### config.mk
export PLATFORM = sky130hd
export DESIGN_NAME = device_info_block_parser
export DESIGN_NICKNAME = d
export VERILOG_FILES = /design/src/rtl/core/dibp_pkg.sv /design/src/rtl/core/device_info_block_parser.sv /design/src/rtl/core/dibp_parser.sv
export SDC_FILE = /design/constraint.sdc
export NUM_CORES = 1
export LEC_CHECK = 0
export ABC_CLOCK_PERIOD_IN_PS = 5100
export BUFFER_PORTS_ARGS = -buffer_cell sky130_fd_sc_hd__buf_2
export CAP_MARGIN = 5
export CORE_UTILIZATION = 44
export CTS_BUF_LIST = sky130_fd_sc_hd__clkbuf_2
export DETAILED_ROUTE_END_ITERATION = 16
export GPL_TIMING_DRIVEN = 0
export SKIP_LAST_GASP = 1
export SLEW_MARGIN = 5
export SYNTH_ARGS = -nofsm -noshare
export SYNTH_HDL_FRONTEND = slang
export SYNTH_SLANG_ARGS = --single-unit
### constraint.sdc
create_clock -name clock -period 5.1 [get_ports clock]
set_clock_uncertainty 0.1 [all_clocks]
set_input_delay 0.255 -clock clock [delete_from_list [all_inputs] [get_ports clock]]
set_output_delay 0.255 -clock clock [all_outputs]
set_load 0.02 [all_outputs]
### src/rtl/core/dibp_pkg.sv
package dibp_pkg;

   localparam logic [15:0] MAX_BLOB_BYTES = 16'hFFFF;
   localparam logic [15:0] MIN_BLOB_BYTES = 16'd9;

   localparam logic [7:0] CHAR_SHORT_TAG = 8'h32;  // '2'
   localparam logic [7:0] CHAR_LONG_TAG  = 8'h67;  // 'g'
   localparam logic [7:0] CHAR_DOT       = 8'h2E;  // '.'
   localparam logic [7:0] CHAR_ONE       = 8'h31;
   localparam logic [7:0] CHAR_NINE      = 8'h39;
   localparam logic [7:0] CHAR_ZERO      = 8'h30;

   localparam logic [7:0] MAP_ALL     = 8'h1F;
   localparam logic [7:0] MAP_ID      = 8'h01;
   localparam logic [7:0] MAP_DATE    = 8'h02;
   localparam logic [7:0] MAP_NAME    = 8'h04;
   localparam logic [7:0] MAP_VERSION = 8'h08;
   localparam logic [7:0] MAP_ADD     = 8'h10;

   localparam logic [7:0] VER_ONE   = 8'd1;
   localparam logic [7:0] VER_TWO   = 8'd2;
   localparam logic [7:0] VER_THREE = 8'd3;

   localparam logic [3:0] LEVEL_UNDEFINED = 4'd10;

   localparam logic [1:0] ST_OK          = 2'd0;
   localparam logic [1:0] ST_TOO_SHORT   = 2'd1;
   localparam logic [1:0] ST_BAD_MAGIC   = 2'd2;
   localparam logic [1:0] ST_BAD_VERSION = 2'd3;

   localparam logic [2:0] FID_ADD = 3'd5;

   typedef enum logic [3:0] {
      PH_MAGIC   = 4'd0,
      PH_VERSION = 4'd1,
      PH_MAP     = 4'd2,
      PH_ID      = 4'd3,
      PH_DATE    = 4'd4,
      PH_TIME    = 4'd5,
      PH_NAME    = 4'd6,
      PH_PVER    = 4'd7,
      PH_ADDLEN  = 4'd8,
      PH_ADD     = 4'd9,
      PH_TRAIL   = 4'd10,
      PH_DONE    = 4'd11,
      PH_ERR     = 4'd12
   } phase_type;

   typedef struct packed {
      logic [7:0] data_byte;
      logic       last_byte;
   } req_type;

   typedef struct packed {
      logic       is_status;
      logic [2:0] field_id;
      logic [7:0] field_offset;
      logic [7:0] field_byte;
      logic [1:0] parse_status;
      logic [7:0] block_version;
      logic [7:0] content_flags;
      logic [3:0] info_level;
      logic       run_end;
   } rsp_type;

   typedef struct packed {
      logic    data_valid;
      rsp_type data_item;
      logic    status_valid;
      rsp_type status_item;
   } result_pair_type;

   function automatic logic [7:0] magic_head(input logic [2:0] idx);
      logic [7:0] ch;
      unique case (idx)
         3'd0:    ch = 8'h4C;  // 'L'
         3'd1:    ch = 8'h78;  // 'x'
         3'd2:    ch = 8'h5F;  // '_'
         3'd3:    ch = 8'h3F;  // '?'
         3'd4:    ch = 8'h7A;  // 'z'
         default: ch = 8'h00;
      endcase
      return ch;
   endfunction

   function automatic logic field_present(input phase_type ph, input logic [7:0] map);
      logic pr;
      unique case (ph)
         PH_ID:           pr = (map & MAP_ID) != 8'd0;
         PH_DATE, PH_TIME: pr = (map & MAP_DATE) != 8'd0;
         PH_NAME:         pr = (map & MAP_NAME) != 8'd0;
         PH_PVER:         pr = (map & (MAP_NAME | MAP_VERSION)) == (MAP_NAME | MAP_VERSION);
         PH_ADDLEN:       pr = (map & MAP_ADD) != 8'd0;
         default:         pr = 1'b0;
      endcase
      return pr;
   endfunction

   function automatic logic [7:0] field_len(input phase_type ph, input logic [7:0] ver);
      logic [1:0] vi;
      logic [7:0] len;
      vi = 2'(ver - 8'd1);
      if (vi == 2'd3) begin
         vi = 2'd2;
      end
      unique case (ph)
         PH_ID:   len = (vi == 2'd0) ? 8'd16 : (vi == 2'd1) ? 8'd17 : 8'd29;
         PH_DATE: len = (vi == 2'd0) ? 8'd11 : 8'd12;
         PH_TIME: len = (vi == 2'd0) ? 8'd8 : 8'd9;
         PH_NAME: len = (vi == 2'd0) ? 8'd15 : (vi == 2'd1) ? 8'd16 : 8'd33;
         PH_PVER: len = (vi == 2'd0) ? 8'd10 : (vi == 2'd1) ? 8'd11 : 8'd17;
         default: len = 8'd0;
      endcase
      return len;
   endfunction

   // first present field at or after 'from'; else trail if any came before, or done
   function automatic phase_type next_field(input phase_type from, input logic [7:0] map,
                                            input logic any_before);
      phase_type res;
      logic      found;
      res   = any_before ? PH_TRAIL : PH_DONE;
      found = 1'b0;
      for (int p = int'(PH_ID); p <= int'(PH_ADDLEN); p++) begin
         if (!found && (4'(p) >= 4'(from)) && field_present(phase_type'(4'(p)), map)) begin
            res   = phase_type'(4'(p));
            found = 1'b1;
         end
      end
      return res;
   endfunction

endpackage

### src/rtl/core/device_info_block_parser.sv
// channel  | ports                        | direction | payload
// ---------+------------------------------+-----------+-----------------------
// request  | req_valid req_stall req_data | in        | dibp_pkg::req_type
// response | rsp_valid rsp_stall rsp_data | out       | dibp_pkg::rsp_type
//
// One item is taken per cycle while req_stall is low; its results are pushed
// into a four-entry result queue in the same edge and can leave from the next cycle.
// An item with a field byte and the final status gives two results, so the
// response side, one result per cycle while rsp_stall is low, sets the sustained rate then.
// req_stall rises when fewer than two queue entries are free.
// Synchronous reset clears the parse state and empties the queue.
module device_info_block_parser (
   input  logic              clock,
   input  logic              reset,
   input  logic              req_valid,
   output logic              req_stall,
   input  dibp_pkg::req_type req_data,
   output logic              rsp_valid,
   input  logic              rsp_stall,
   output dibp_pkg::rsp_type rsp_data
);

   dibp_pkg::result_pair_type results;
   dibp_pkg::rsp_type         queue_ff [4];
   logic [1:0]                wr_ptr_ff, wr_ptr_in;
   logic [1:0]                rd_ptr_ff, rd_ptr_in;
   logic [2:0]                count_ff, count_in;
   logic                      req_accept;
   logic                      rsp_accept;
   logic [1:0]                push_count;
   dibp_pkg::rsp_type         first_item;

   assign req_stall  = count_ff > 3'd2;
   assign req_accept = req_valid && !req_stall;
   assign rsp_valid  = count_ff != 3'd0;
   assign rsp_accept = rsp_valid && !rsp_stall;
   assign rsp_data   = queue_ff[rd_ptr_ff];

   dibp_parser u_parser (
      .clock   (clock),
      .reset   (reset),
      .accept  (req_accept),
      .item    (req_data),
      .results (results)
   );

   always_comb begin
      push_count = 2'({1'b0, results.data_valid}) + 2'({1'b0, results.status_valid});
      first_item = results.data_valid ? results.data_item : results.status_item;
      wr_ptr_in  = wr_ptr_ff + push_count;
      rd_ptr_in  = rd_ptr_ff + 2'({1'b0, rsp_accept});
      count_in   = count_ff + 3'(push_count) - 3'({2'b00, rsp_accept});
   end

   always_ff @(posedge clock) begin
      if (push_count != 2'd0) begin
         queue_ff[wr_ptr_ff] <= first_item;
      end
      if (push_count == 2'd2) begin
         queue_ff[wr_ptr_ff + 2'd1] <= results.status_item;
      end
   end

   always_ff @(posedge clock) begin
      if (reset) begin
         wr_ptr_ff <= 2'd0;
         rd_ptr_ff <= 2'd0;
         count_ff  <= 3'd0;
      end else begin
         wr_ptr_ff <= wr_ptr_in;
         rd_ptr_ff <= rd_ptr_in;
         count_ff  <= count_in;
      end
   end

endmodule

### src/rtl/core/dibp_parser.sv
module dibp_parser (
   input  logic                     clock,
   input  logic                     reset,
   input  logic                     accept,
   input  dibp_pkg::req_type        item,
   output dibp_pkg::result_pair_type results
);

   logic [15:0]         pos_ff, pos_in;
   dibp_pkg::phase_type phase_ff, phase_in;
   logic [7:0]          fcl_ff, fcl_in;
   logic                long_ff, long_in;
   logic [7:0]          ver_ff, ver_in;
   logic [7:0]          map_ff, map_in;
   logic [3:0]          lvl_ff, lvl_in;
   logic [1:0]          err_ff, err_in;
   logic [7:0]          add_total_ff, add_total_in;

   logic [7:0]          d;
   logic [1:0]          st;

   always_comb begin
      d            = item.data_byte;
      pos_in       = pos_ff;
      phase_in     = phase_ff;
      fcl_in       = fcl_ff;
      long_in      = long_ff;
      ver_in       = ver_ff;
      map_in       = map_ff;
      lvl_in       = lvl_ff;
      err_in       = err_ff;
      add_total_in = add_total_ff;
      st           = dibp_pkg::ST_OK;
      results      = '0;

      if (pos_ff != dibp_pkg::MAX_BLOB_BYTES) begin
         pos_in = pos_ff + 16'd1;
         unique case (phase_ff)
            dibp_pkg::PH_MAGIC: begin
               if (pos_ff < 16'd5) begin
                  if (d != dibp_pkg::magic_head(pos_ff[2:0])) begin
                     err_in   = dibp_pkg::ST_BAD_MAGIC;
                     phase_in = dibp_pkg::PH_ERR;
                  end
               end else if (pos_ff == 16'd5) begin
                  if (d == dibp_pkg::CHAR_SHORT_TAG) begin
                     long_in = 1'b0;
                  end else if (d == dibp_pkg::CHAR_LONG_TAG) begin
                     long_in = 1'b1;
                  end else begin
                     err_in   = dibp_pkg::ST_BAD_MAGIC;
                     phase_in = dibp_pkg::PH_ERR;
                  end
               end else if (pos_ff == 16'd6) begin
                  if (d == dibp_pkg::CHAR_DOT) begin
                     lvl_in = 4'd0;
                  end else if (d >= dibp_pkg::CHAR_ONE && d <= dibp_pkg::CHAR_NINE) begin
                     lvl_in = 4'(d - dibp_pkg::CHAR_ZERO);
                  end else begin
                     lvl_in = dibp_pkg::LEVEL_UNDEFINED;
                  end
                  if (!long_ff) begin
                     phase_in = dibp_pkg::PH_VERSION;
                  end
               end else begin
                  if (d != 8'd0) begin
                     err_in   = dibp_pkg::ST_BAD_MAGIC;
                     phase_in = dibp_pkg::PH_ERR;
                  end else begin
                     phase_in = dibp_pkg::PH_VERSION;
                  end
               end
            end
            dibp_pkg::PH_VERSION: begin
               ver_in = d;
               if (d == dibp_pkg::VER_THREE) begin
                  map_in   = dibp_pkg::MAP_ALL;
                  phase_in = dibp_pkg::next_field(dibp_pkg::PH_ID, dibp_pkg::MAP_ALL, 1'b0);
                  fcl_in   = dibp_pkg::field_len(phase_in, d);
               end else if (d == dibp_pkg::VER_ONE || d == dibp_pkg::VER_TWO) begin
                  phase_in = dibp_pkg::PH_MAP;
               end else begin
                  err_in   = dibp_pkg::ST_BAD_VERSION;
                  phase_in = dibp_pkg::PH_ERR;
               end
            end
            dibp_pkg::PH_MAP: begin
               map_in   = d;
               phase_in = dibp_pkg::next_field(dibp_pkg::PH_ID, d, 1'b0);
               fcl_in   = dibp_pkg::field_len(phase_in, ver_ff);
            end
            dibp_pkg::PH_ID, dibp_pkg::PH_DATE, dibp_pkg::PH_TIME, dibp_pkg::PH_NAME,
            dibp_pkg::PH_PVER: begin
               results.data_valid             = 1'b1;
               results.data_item.field_id     = 3'(phase_ff - dibp_pkg::PH_ID);
               results.data_item.field_offset = dibp_pkg::field_len(phase_ff, ver_ff) - fcl_ff;
               results.data_item.field_byte   = d;
               fcl_in = fcl_ff - 8'd1;
               if (fcl_ff == 8'd1) begin
                  phase_in = dibp_pkg::next_field(dibp_pkg::phase_type'(phase_ff + 4'd1),
                                                  map_ff, 1'b1);
                  fcl_in   = dibp_pkg::field_len(phase_in, ver_ff);
               end
            end
            dibp_pkg::PH_ADDLEN: begin
               if (d == 8'd0) begin
                  phase_in = dibp_pkg::PH_TRAIL;
               end else begin
                  add_total_in = d;
                  fcl_in       = d;
                  phase_in     = dibp_pkg::PH_ADD;
               end
            end
            dibp_pkg::PH_ADD: begin
               results.data_valid             = 1'b1;
               results.data_item.field_id     = dibp_pkg::FID_ADD;
               results.data_item.field_offset = add_total_ff - fcl_ff;
               results.data_item.field_byte   = d;
               fcl_in = fcl_ff - 8'd1;
               if (fcl_ff == 8'd1) begin
                  phase_in = dibp_pkg::PH_DONE;
               end
            end
            dibp_pkg::PH_TRAIL: begin
               phase_in = dibp_pkg::PH_DONE;
            end
            dibp_pkg::PH_DONE, dibp_pkg::PH_ERR: begin
            end
            default: begin
            end
         endcase
      end

      results.data_item.run_end = !item.last_byte;

      if (item.last_byte) begin
         if (pos_in < dibp_pkg::MIN_BLOB_BYTES) begin
            st = dibp_pkg::ST_TOO_SHORT;
         end else if (phase_in == dibp_pkg::PH_ERR) begin
            st = err_in;
         end else if (phase_in == dibp_pkg::PH_DONE) begin
            st = dibp_pkg::ST_OK;
         end else begin
            st = dibp_pkg::ST_TOO_SHORT;
         end
         results.status_valid               = 1'b1;
         results.status_item.is_status      = 1'b1;
         results.status_item.parse_status   = st;
         results.status_item.block_version  = ver_in;
         results.status_item.content_flags  = map_in;
         results.status_item.info_level     = lvl_in;
         results.status_item.run_end        = 1'b1;
         // next block starts from scratch
         pos_in       = 16'd0;
         phase_in     = dibp_pkg::PH_MAGIC;
         fcl_in       = 8'd0;
         long_in      = 1'b0;
         ver_in       = 8'd0;
         map_in       = 8'd0;
         lvl_in       = dibp_pkg::LEVEL_UNDEFINED;
         err_in       = dibp_pkg::ST_OK;
         add_total_in = 8'd0;
      end

      if (!accept) begin
         results.data_valid   = 1'b0;
         results.status_valid = 1'b0;
      end
   end

   always_ff @(posedge clock) begin
      if (reset) begin
         pos_ff       <= 16'd0;
         phase_ff     <= dibp_pkg::PH_MAGIC;
         fcl_ff       <= 8'd0;
         long_ff      <= 1'b0;
         ver_ff       <= 8'd0;
         map_ff       <= 8'd0;
         lvl_ff       <= dibp_pkg::LEVEL_UNDEFINED;
         err_ff       <= dibp_pkg::ST_OK;
         add_total_ff <= 8'd0;
      end else if (accept) begin
         pos_ff       <= pos_in;
         phase_ff     <= phase_in;
         fcl_ff       <= fcl_in;
         long_ff      <= long_in;
         ver_ff       <= ver_in;
         map_ff       <= map_in;
         lvl_ff       <= lvl_in;
         err_ff       <= err_in;
         add_total_ff <= add_total_in;
      end
   end

endmodule

Yosys cells after proc, flatten, opt, wreduce, memory -nomap -nowiden
Memory sizes are Yosys's and may differ from the RTL's. A register that Yosys moved wholly into a read port is not among the register bits.
Cells that the tools add are included.
{"block": "op_classes", "n_addsub": 15, "magnitude_cmp": 11, "n_eq_ne": 50, "n_mux": 202, "n_reduce_logical": 54}
{"operator": "2-to-1 mux 8 bit", "n": 29}
{"operator": "2-to-1 mux 4 bit", "n": 43}
{"operator": "one-hot mux 8 bit (5 select lines)", "n": 4}
{"operator": "2-to-1 mux 1 bit", "n": 79}
{"operator": "2-to-1 mux 2 bit", "n": 28}
{"operator": "equality test 4 x 3 -> 1 bit, second input constant", "n": 12}
{"operator": "2-to-1 mux 43 bit", "n": 1}
{"operator": "one-hot mux 19 bit (2 select lines)", "n": 1}
{"operator": "one-hot mux 7 bit (5 select lines)", "n": 1}
{"operator": "equality test 16 x 3 -> 1 bit, second input constant", "n": 2}
{"operator": "2-to-1 mux 16 bit", "n": 2}
{"operator": "one-hot mux 4 bit (7 select lines)", "n": 1}
{"operator": "2-to-1 mux 23 bit", "n": 1}
{"operator": "equality test 4 bit, second input constant", "n": 5}
{"operator": "logical AND 1 bit", "n": 19}
{"operator": "2-to-1 mux 19 bit", "n": 1}
{"operator": "2-to-1 mux 6 bit", "n": 3}
{"operator": "adder 16 x 1 -> 16 bit, second input constant", "n": 1}
{"operator": "equality test 4 x 2 -> 1 bit, second input constant", "n": 4}
{"operator": "equality test 8 x 1 -> 1 bit, second input constant", "n": 2}
{"operator": "equality test 8 x 2 -> 1 bit, second input constant", "n": 2}
{"operator": "equality test 8 x 6 -> 1 bit, second input constant", "n": 2}
{"operator": ">= comparator 3 x 4 -> 1 bit, first input constant", "n": 4}
{"operator": "< comparator 16 x 3 -> 1 bit, second input constant", "n": 1}
{"operator": "49 further kinds", "n": 84}
{"block": "word_totals", "ff_bits": 66, "ram_bits": 172, "inputBits": 13, "out_inout_bits": 45, "word_cells": 345, "memories": 1}
{"name": "queue_ff", "depth": 4, "word_bits": 43, "rd": 1, "rd_clocked_by_memory_dff": 1, "wr": 2, "line": "device_info_block_parser.sv:24", "rtl": "dibp_pkg::rsp_type queue_ff [4];"}

Logic depth before layout (Yosys ltp)
Gate-level depths: netlist of the first run.
{"block": "logic_depth", "ltp_word": 53, "mapped_depth": 18, "mapped_depth_nobuf": 16}

By module
From an unflattened synthesis of the first run, not the netlist that was laid out.
{"block": "unflattened", "cells_unflattened": 1330, "area_unflattened_um2": 15117.0}
{"module": "device_info_block_parser", "n_inst": 1, "cells_per_inst": 471, "area_per_inst_um2": 8966.1, "seq_area_each_um2": 5305.1}
{"module": "dibp_parser", "n_inst": 1, "cells_per_inst": 859, "area_per_inst_um2": 6150.9, "seq_area_each_um2": 1181.1}

Least setup slack after synthesis of the first run
OpenSTA, ideal clock, no wires.
{"block": "synth_path", "kind": "reg2reg", "from": "register u_parser.phase_ff[0]", "to": "memory queue_ff[0][0] (netlist bit), enable pin", "setup_ps": 379, "arrival_ps": 3608, "t_required_ps": 4621, "setup_slack_ps": 1013, "stages_incl_launch_ff": 13, "path_buffers": 4, "synth_period_minus_slack_ps": 4087, "path_cell_list": "dfxtp_1 -> ha_1 -> clkbuf_1 -> inv_1 -> o22ai_1 -> o21ai_0 -> clkbuf_1 -> ha_1 -> clkbuf_1 -> nor3_1 -> nor2_1 -> clkbuf_1 -> inv_1"}
{"element": "start: declaration", "line": "dibp_parser.sv:10", "rtl": "dibp_pkg::phase_type phase_ff, phase_in;"}
{"element": "start signal: assignment", "line": "dibp_parser.sv:174", "rtl": "phase_ff <= dibp_pkg::PH_MAGIC;"}
{"element": "start signal: assignment", "line": "dibp_parser.sv:184", "rtl": "phase_ff <= phase_in;"}
{"element": "end: declaration", "line": "device_info_block_parser.sv:24"}

==> metrics.yaml, run 1 <==
run_status:
  status: "finished, final reports clean"
logic_synthesis:
  synth-edff-count: 96
  synth_ff_type: "dfxtp_1"
  synth_area_per_cell_um2: 9.52
  synth_nets: 1385
  ys_top_cells_by_area: "edfxtp_1, dfxtp_1, mux4_2, nor2_1, ha_1"
  netlist.area_leader.share: 0.227
  postSynthCellCount: 1331
  synth_async_sr_flop_share: 0
  synth_top_area_cell: "edfxtp_1"
  ys_seq_area_frac: 0.452
  synth_cell_types: 73
  synth_area_mm2: 0.0127
  ys_ff_latch: 238
  yosys_warnings: 0
place:
  place_area_mm2: 0.0134
  io_buffers: 53
  gp_congestion: 0.958
  dp_hpwl_um: 26900
  preCtsSetupSlack_ns: -0.970
critical_path:
  critical-path-top-delay-family: "buffers and inverters"
  worstSetupEndpointType: "flip-flop"
  required_ns: 5.47
  cp_cell_sequence: "ha_1 -> clkbuf_1 -> inv_1 -> o22ai_1 -> o21ai_2 -> clkbuf_2 -> ha_1 -> nor3_2 -> nor2_1 -> clkbuf_2 -> clkinvlp_4 -> buf_4"
  cp_num_buf_inv: 6
  slowest_delay_ns: 0.63
  critPathLaunchType: "flip-flop"
  crit_fanout: 12
  critPathKind: "flip-flop to flip-flop"
  slowest_stage: "nor3_2"
  cp.arrival_ns: 5.23
global_route:
  grt_max_degree: 13
  grt_usage: 0.271
  grt_pass1_vias: 10455
  grt_antenna_before_repair: 1
  gr-total-overflow: 0
  grt_pass1_wl_um: 60000
sta:
  maxSlewViolCount: 0
  setup_viol: 0
  fmax_mhz: 206
  finalCritPeriodShare: 0.953
  setup_ws_ns: 0.238
  maxSlewHeadroom: 0.283
  fin_crit_ns: 4.86
  worst_pin_slew_ns: 1.08
  hold_viol: 0
route:
  avgViaCountPerCell: 5.79
  final_antenna_net_count: 0
  wl_per_cell_um: 20.6
  vias: 10961
  drtIter0Drc: 878
  drc_errors: 0
  dr.pass1.iters: 5
  wirelength_um: 39000
cells_and_area:
  mostFrequentLayoutCell: "nor2_1"
  fill_cells: 2784
  drive_gt1_frac: 0.169
  seqCellArea_mm2: 0.00573
  multi_input_area_mm2: 0.00644
  final_util: 0.507
  final_cell_mix: "nor2_1, dfxtp_1, nand2_1, clkbuf_2, edfxtp_1"
  finalNetCount: 1522
  area_growth_pct: 12.4
  fin_area_mm2: 0.0142
pwr:
  seq_power_share: 0.420
  power_density_mw_per_mm2: 361
  power_frac_clock: 0.289
  p_leak_nw: 5.03
  sw_frac_of_total: 0.354
  p_int_mw: 3.32
  vdd_drop_max_mv: 0.139
  p_comb_frac: 0.291
  power.switching_mw: 1.82
die:
  io_pins: 58
  start_util: 0.451
  die_x_um: 172
  die_area_mm2: 0.0295
  die_y_um: 172
  rows: 61
  coreArea_mm2: 0.0281
cts:
  clk_pin_slew_ns: 0.08
  cts_tree: "done"
  clock_sinks: 238
  cts_buffers: 67
  clock_latency_ns: 0.84
  root_buffer: "clkbuf_2"
  ctsLongestPathBuffers: 3
  cts_max_level: 3
worst_hold_path:
  hold_class: "input pin to flip-flop"
job:
  drv_cap: 0
==> power groups by stage <==
stage                     Sequential [mW]  Clock (mW)  Combinational [mW]
after floorplan                      2.18           0                1.04
after global placement               2.20           0                1.45
after detailed placement             2.20           0                1.45
after CTS                            2.16        1.52                1.49
after global routing                 2.17        1.63                1.63
final                                2.16        1.49                1.50
==> area by class of cell <==
cell class | count | area share
Multi-Input combinational cell | 953 | 0.452
Sequential cell | 238 | 0.402
Clock buffer | 100 | 0.0351
Tap cell | 378 | 0.0332
Buffer | 96 | 0.0264
Timing Repair Buffer | 65 | 0.0260
Inverter | 43 | 0.0124
Clock inverter | 16 | 0.0105
Timing Repair inverter | 4 | 0.00211
Antenna cell | 1 | 0.000176
==> worst reg2reg max path, delay by kind of cell, from the launching register on <==
kind | cells | cell delay (ns)
buffers and inverters | 6 | 1.63
AO/OA/AOI/OAI | 2 | 0.83
AND/OR/NAND/NOR | 2 | 0.75
adder cells (fa/ha/maj) | 2 | 0.60
flip-flops | 1 | 0.59
==> registers in the layout, indices dropped and copies added, names as in the netlist, 3 cells and up <==
signal                 flops
u_parser.pos_ff           16
u_parser.add_total_ff      8
u_parser.fcl_ff            8
count_ff                   3
u_parser.map_ff            8
u_parser.phase_ff          4
u_parser.lvl_ff            4
queue_ff                 172
u_parser.ver_ff            8
==> cells in the mapped netlist, drive strengths merged (28+ instances only) <==
| cell type | instances |
|---|---|
| mux4 | 43 |
| dfxtp | 142 |
| inv | 42 |
| clkbuf | 91 |
| a22o | 52 |
| a21oi | 69 |
| ha | 39 |
| edfxtp | 96 |
| o21ai | 76 |
| a22oi | 35 |
| nand3 | 28 |
| nor3 | 36 |
| nor2 | 195 |
| nand2 | 125 |
==> final timing paths <==
check / slack (ns) / endpoint / from / depth (start not counted)
setup / recovery: 0.24 / queue_ff[0][21] / u_parser.phase_ff[0] / 12
hold / removal: 0.09 / u_parser.pos_ff[3] / req_valid / 4
setup reg to reg: 0.24 / queue_ff[0][21] / u_parser.phase_ff[0] / 12
hold reg to reg: 0.36 / queue_ff[0][32] / queue_ff[0][32] / 2
==> logic make-up (layout without fill, tap and decap cells) <==
group | Yosys count | in the layout | share of synthesized area
mux | 56 | 56 | 0.0877
simple gates | 514 | 514 | 0.192
fa+ha+maj | 41 | 41 | 0.0417
xor+xnor | 27 | 27 | 0.0187
buf+inv | 140 | 324 | 0.0422
other cells | 0 | 1 | 0
flops | 238 | 238 | 0.452
compound gates | 315 | 315 | 0.166
==> what timing repair did <==
action	CTS	global route
hold buffers	6	0
endpoints found under the hold margin	33	0
setup endpoints to repair	206	180
cloned	4	0
setup buffers	3	3
gates resized for setup	17	3
pin swaps	0	0
==> per-stage QoR <==
stage | setup TNS (ns) | hold WS (ns) | power (mW) | instances
final | 0 | 0.0886 | 5.14 | 1894
after global routing | -0.00707 | 0.0624 | 5.43 | 1894
after CTS | 0 | 0.0289 | 5.16 | 1891
after detailed placement | -88.69 | 0.337 | 3.66 | 1762
after global placement | -92.95 | 0.330 | 3.65 | 1762
after floorplan | 0 | 0.320 | 3.22 | 1331
==> routing by layer <==
| metal | GRT usage | wire length [µm] |
|---|---|---|
| met2 | 0.420 | 17500 |
| met4 | 0.101 | 1130 |
| met1 | 0.363 | 17100 |
| met5 | 0 | 0 |
| met3 | 0.0695 | 3360 |
No activity file was read; power rests on OpenSTA's default activity.
==> run 2: changes to the inputs <==
CTS_BUF_LIST = sky130_fd_sc_hd__clkbuf_8   (was sky130_fd_sc_hd__clkbuf_2)
==> run 2 against run 1 <==
  * Sequential share of layout area is 0.61 points lower
  * Sequential power is essentially flat
  * Register-to-register slack barely moved
  * Clock power grew 28%
  * Wire length shrank 0.12%
  * Largest cell class unchanged
  * Highest routed layer unchanged
==> metrics.yaml, run 2 (synthesis results as in run 1) <==
critical_path:
  worstSetupEndpointType: "flip-flop"
  slowest_stage: "nor3_2"
  cp.arrival_ns: 4.97  # -0.26 ns
  worstReg2RegStart: "u_parser.phase_ff[0]"
  critPathLaunchType: "flip-flop"
  critPathCapture: "queue_ff[0][8]"
  rr_worst_depth: 12  # unchanged
  required_ns: 5.22  # -0.25 ns
  crit_fanout: 12  # unchanged
  critPathKind: "flip-flop to flip-flop"
  reg2reg_to: "queue_ff[0][8]"
  slowest_delay_ns: 0.67  # +0.04 ns
  cp_cell_sequence: "ha_1 -> clkbuf_1 -> inv_1 -> o22ai_1 -> o21ai_2 -> clkbuf_2 -> ha_1 -> nor3_2 -> nor2_1 -> clkbuf_2 -> clkinvlp_4 -> buf_4"
  rrSetupSlack_ns: 0.24  # about the same
  startpoint: "u_parser.phase_ff[0]"
pwr:
  power_density_mw_per_mm2: 385  # +6.6%
  p_leak_nw: 5.02  # about the same
  vdd_drop_max_mv: 0.186  # +34%
route:
  dr.pass1.iters: 7  # +2
  drc_errors: 0  # unchanged
  avgViaCountPerCell: 5.90  # +1.9%
  vias: 10900  # -0.56%
  wirelength_um: 39000  # -0.12%
  wl_per_cell_um: 21.1  # +2.3%
  final_antenna_net_count: 0  # unchanged
  drtIter0Drc: 887  # +1.0%
run_status:
  status: "finished, final reports clean"
die:
  start_util: 0.451  # unchanged
  io_pins: 58  # unchanged
  die_y_um: 172  # unchanged
  die_x_um: 172  # unchanged
  rows: 61  # unchanged
  coreArea_mm2: 0.0281  # unchanged
  die_area_mm2: 0.0295  # unchanged
global_route:
  gr-total-overflow: 0  # unchanged
  grt_pass1_wl_um: 59700  # -0.59%
  use_met1: 0.366  # +0.00278
  use_met2: 0.420  # about the same
  busiest_layer: "met2"
  grt_usage: 0.268  # -0.00330
  grt_pass1_vias: 10302  # -1.5%
  global_route.usage.met3: 0.0591  # -0.0104
  grt_antenna_before_repair: 0  # -1
  grt_max_degree: 13  # unchanged
sta:
  fin_crit_ns: 4.86  # -0.00320 ns
  maxSlewHeadroom: 0.274  # -0.00817
  finalCritPeriodShare: 0.953  # about the same
  setup_viol: 0  # unchanged
  maxSlewViolCount: 0  # unchanged
  fmax_mhz: 206  # about the same
  hold_viol: 0  # unchanged
  worst_pin_slew_ns: 1.09  # +0.0123 ns
  rsz0062_at_grt: "no"
cells_and_area:
  mostFrequentLayoutCell: "nor2_1"
  antenna_cells: 0  # -1
  largest_register_ffs: 172  # unchanged
  area_growth_pct: 14.1
  drive_gt1_frac: 0.145  # -0.0242
  final_cell_mix: "nor2_1, dfxtp_1, nand2_1, edfxtp_1, clkbuf_1"
  finalNetCount: 1491  # -2.0%
  stdcell_count: 1849  # -2.4%
  regMostFlops: "queue_ff"
  top_regs: "queue_ff (172), u_parser.pos_ff (16)"
  final_util: 0.515  # +0.00775
job:
  drv_cap: 0  # unchanged
place:
  dp_hpwl_um: 26900  # unchanged
  gp_congestion: 0.958  # unchanged
  io_buffers: 53  # unchanged
  placed_cells: 1762  # unchanged
cts:
  clk_pin_slew_ns: 0.06  # -0.02 ns
  cts_buffers: 42  # -37%
  cts_max_level: 2  # -1
  root_buffer: "clkbuf_8"
  clock_sinks: 238  # unchanged
  cts_tree: "done"
  clock_latency_ns: 0.56  # -0.28 ns
  ctsLongestPathBuffers: 3  # unchanged
worst_hold_path:
  hold_class: "input pin to flip-flop"
[run 2: changes by cell type in the layout (fill, tap and decap cells not counted), sizes merged]
cell         previous run  this run
clkbuf                190       142
inv                    39        48
dlygate4sd3             6         0
buf                    65        66
diode                   1         0
[run 2: through the flow]
stage	TNS (ns)	setup slack, ns	hold WS [ns]	area (µm²)	power, mW
finish	0	0.241	0.0820	14500	5.56
global route	0	0.0572	0.0857	14500	5.82
CTS	0	0.108	0.0618	14400	5.58
detailed placement	-88.69	-0.970	0.337	13400	3.66
global placement	-92.95	-1.04	0.330	13400	3.65
floorplan	0	1.01	0.320	12700	3.22
[run 2: cell type report]
cell class                      count  area, µm²
Fill cell                        2707      13600
Multi-Input combinational cell    953       6440
Sequential cell                   238       5730
Clock buffer                       53        729
Tap cell                          378        473
Buffer                             96        379
Timing Repair Buffer               59        323
Clock inverter                     25        189
Inverter                           43        176
Timing Repair inverter              4       30.0
[run 2: worst min-delay path by stage]
| stage | slack [ns] | to | depth (start not counted) | startpoint |
|---|---|---|---|---|
| finish | 0.08 | u_parser.fcl_ff[5] | 3 | req_data[0] |
| global route | 0.09 | u_parser.fcl_ff[5] | 3 | req_data[0] |
| CTS | 0.06 | u_parser.fcl_ff[5] | 3 | req_data[0] |
| detailed placement | 0.34 | queue_ff[2][38] | 2 | queue_ff[2][38] |
| global placement | 0.33 | queue_ff[0][38] | 2 | queue_ff[0][38] |
| floorplan | 0.32 | queue_ff[2][23] | 2 | queue_ff[2][23] |
[run 2: per-layer routing]
metal	up-vias	share of wire
met5	-	0
met4	0	0.028
met3	85	0.082
met2	451	0.45
met1	5279	0.44
li1	5085	-
[run 2: repair_timing]
item,in CTS,in global routing
endpoints found under the setup margin,208,176
gates cloned,4,0
pin swaps,0,0
hold buffers,0,0
buffers inserted,3,3
resized for setup,17,7
[run 2: report_power, final]
part           switching, mW  leakage, nW  internal, mW
registers             0.0492         2.05          2.11
clock network          0.817        0.506          1.09
logic                  0.955         2.46         0.537
[run 2: critical path: cells and delay by family, from the launching register on]
| family | cells | cell delay (ns) |
|---|---|---|
| adders and majority gates | 2 | 0.59 |
| and+or+nand+nor | 2 | 0.80 |
| buffers and inverters | 6 | 1.60 |
| AOI/OAI and AO/OA | 2 | 0.81 |
| DFF | 1 | 0.59 |
==> run 3: changes to the inputs <==
MAX_ROUTING_LAYER = met4   (was unset)
==> run 3 against run 2 <==
  * Cell count up 0.11%
  * Worst hold slack worse by 0.0068 ns
  * Sequential power is essentially flat
  * Register-to-register slack is essentially flat
==> metrics.yaml, run 3 (synthesis results as in run 1) <==
die:
  coreArea_mm2: 0.0281  # unchanged
  die_area_mm2: 0.0295  # unchanged
  io_pins: 58  # unchanged
  die_y_um: 172  # unchanged
  rows: 61  # unchanged
  die_x_um: 172  # unchanged
  start_util: 0.451  # unchanged
route:
  drc_errors: 0  # unchanged
  wl_per_cell_um: 21.1  # +0.10%
  vias: 10800  # -0.92%
  wirelength_um: 39100  # +0.21%
  final_antenna_net_count: 0  # unchanged
  dr.pass1.iters: 6  # -1
  avgViaCountPerCell: 5.83  # -1.0%
  drtIter0Drc: 885  # -0.23%
cells_and_area:
  regMostFlops: "queue_ff"
  area_growth_pct: 13.4
  stdcell_count: 1851  # +0.11%
  final_cell_mix: "nor2_1, dfxtp_1, nand2_1, edfxtp_1, clkbuf_1"
  drive_gt1_frac: 0.145  # about the same
  finalNetCount: 1495  # +0.27%
  mostFrequentLayoutCell: "nor2_1"
  largest_register_ffs: 172  # unchanged
  top_regs: "queue_ff (172), u_parser.pos_ff (16)"
global_route:
  grt_pass1_wl_um: 60000  # +0.58%
  grt_pass1_vias: 10415  # +1.1%
  grt_usage: 0.278  # +0.0105
  grt_max_degree: 13  # unchanged
  gr-total-overflow: 0  # unchanged
  grt_antenna_before_repair: 1  # +1
cts:
  cts_tree: "done"
  cts_buffers: 41  # -2.4%
  ctsLongestPathBuffers: 3  # unchanged
  cts_max_level: 2  # unchanged
  clock_sinks: 238  # unchanged
  clock_latency_ns: 0.55  # about the same
  root_buffer: "clkbuf_8"
  clk_pin_slew_ns: 0.06  # about the same
pwr:
  vdd_drop_max_mv: 0.135  # -27%
  seq_power_share: 0.403  # +0.015
  p_leak_nw: 5.02  # about the same
  sw_frac_of_total: 0.338  # +0.0111
  p_comb_frac: 0.283  # +0.015
  power.total_mw: 5.35  # -3.7%
  power.switching_mw: 1.81  # -0.48%
  p_int_mw: 3.54  # -5.3%
  power_frac_clock: 0.314  # -0.029
  power_density_mw_per_mm2: 373  # -3.1%
sta:
  worst_pin_slew_ns: 1.15  # +0.0609 ns
  fin_crit_ns: 4.86  # -0.00293 ns
  maxSlewHeadroom: 0.227  # -0.0477
  finalSetupTns_ns: 0  # unchanged
  hold_slack_ns: 0.0751  # -0.00680 ns
  finalCritPeriodShare: 0.952  # about the same
  hold_viol: 0  # unchanged
  rsz0062_at_grt: "no"
  setup_viol: 0  # unchanged
  maxSlewViolCount: 0  # unchanged
  fmax_mhz: 206  # about the same
critical_path:
  worstReg2RegStart: "u_parser.phase_ff[0]"
  cp.arrival_ns: 5.01  # +0.04 ns
  worstSetupEndpointType: "flip-flop"
  required_ns: 5.25  # +0.03 ns
  critPathLaunchType: "flip-flop"
  slowest_delay_ns: 0.64  # -0.03 ns
  startpoint: "u_parser.phase_ff[0]"
  critPathKind: "flip-flop to flip-flop"
  cp_cell_sequence: "ha_1 -> clkbuf_1 -> inv_1 -> o22ai_1 -> o21ai_2 -> clkbuf_2 -> ha_1 -> clkbuf_1 -> nor3_2 -> nor2_1 -> clkbuf_2 -> clkinvlp_4 -> buf_12"
  critPathCapture: "queue_ff[0][5]"
  rr_worst_depth: 13  # +1
  reg2reg_to: "queue_ff[0][5]"
  rrSetupSlack_ns: 0.24  # about the same
  slowest_stage: "nor3_2"
  crit_fanout: 12  # unchanged
place:
  dp_hpwl_um: 27000  # +0.35%
  gp_congestion: 0.941  # -1.8%
  placed_cells: 1762  # unchanged
  io_buffers: 53  # unchanged
worst_hold_path:
  whs_path_depth: 2  # -1
  hold_class: "input pin to flip-flop"
job:
  drv_cap: 0  # unchanged
run_status:
  status: "finished, final reports clean"
-- run 3: changes by cell type in the layout (fill, tap and decap cells not counted), sizes merged --
| cell | previous run | this run |
|---|---|---|
| buf | 66 | 69 |
| inv | 48 | 56 |
| diode | 0 | 1 |
| clkinv | 13 | 10 |
| bufinv | 3 | 1 |
| clkbuf | 142 | 137 |
-- run 3: worst min path at each step --
stage                                from                 end
after floorplan           queue_ff[2][23]     queue_ff[2][23]
after global placement    queue_ff[0][38]     queue_ff[0][38]
after detailed placement  queue_ff[3][24]     queue_ff[3][24]
after CTS                     req_data[0]  u_parser.fcl_ff[5]
after global routing                reset        wr_ptr_ff[0]
final                               reset        wr_ptr_ff[0]
-- run 3: layout make-up --
| class | instances | area [µm²] |
|---|---|---|
| diodes | 1 | 2.50 |
| plain buffers | 97 | 388 |
| clock buffers | 46 | 633 |
| clock inverters | 28 | 150 |
| fillers | 2708 | 13700 |
| inverters | 43 | 176 |
| multi-input cells | 953 | 6440 |
| flip-flops and latches | 238 | 5730 |
| well taps | 378 | 473 |
| repair buffers | 63 | 353 |
| repair inverters | 4 | 30.0 |
-- run 3: metrics by stage --
stage                      util  worst slack [ns]  instance area [µm²]
after floorplan               -              1.01                12700
after global placement    0.478             -1.00                13400
after detailed placement  0.478            -0.937                13400
after CTS                 0.508           0.00493                14300
after global routing      0.512           0.00911                14400
final                     0.512             0.244                14400
-- run 3: worst max-delay path: cells and delay by family (launching register included) --
kind / cells / cell delay, ns
buffers and inverters: 7 / 1.82
AO/OA/AOI/OAI: 2 / 0.82
AND/OR/NAND/NOR: 2 / 0.76
flip-flops: 1 / 0.59
adder cells (fa/ha/maj): 2 / 0.45
-- run 3: what timing repair did --
item	4_1_cts	5_1_grt
hold buffers	0	0
endpoints found under the setup margin	197	176
buffers inserted	1	9
cloned	4	0
gates resized for setup	16	15
endpoints found under the hold margin	0	0
-- run 3: power by group through the flow --
stage	logic [mW]	clock network [mW]	registers, mW
global placement	1.45	0	2.20
global route	1.65	1.79	2.17
CTS	1.49	1.71	2.16
floorplan	1.04	0	2.18
finish	1.52	1.68	2.16
detailed placement	1.46	0	2.20
-- run 3: routing by layer --
metal,up-vias,track usage,part of all wire
met5,-,-,0
met4,0,0.0842,0.024
met3,69,0.0561,0.074
met2,415,0.429,0.45
met1,5218,0.368,0.45
li1,5098,-,-
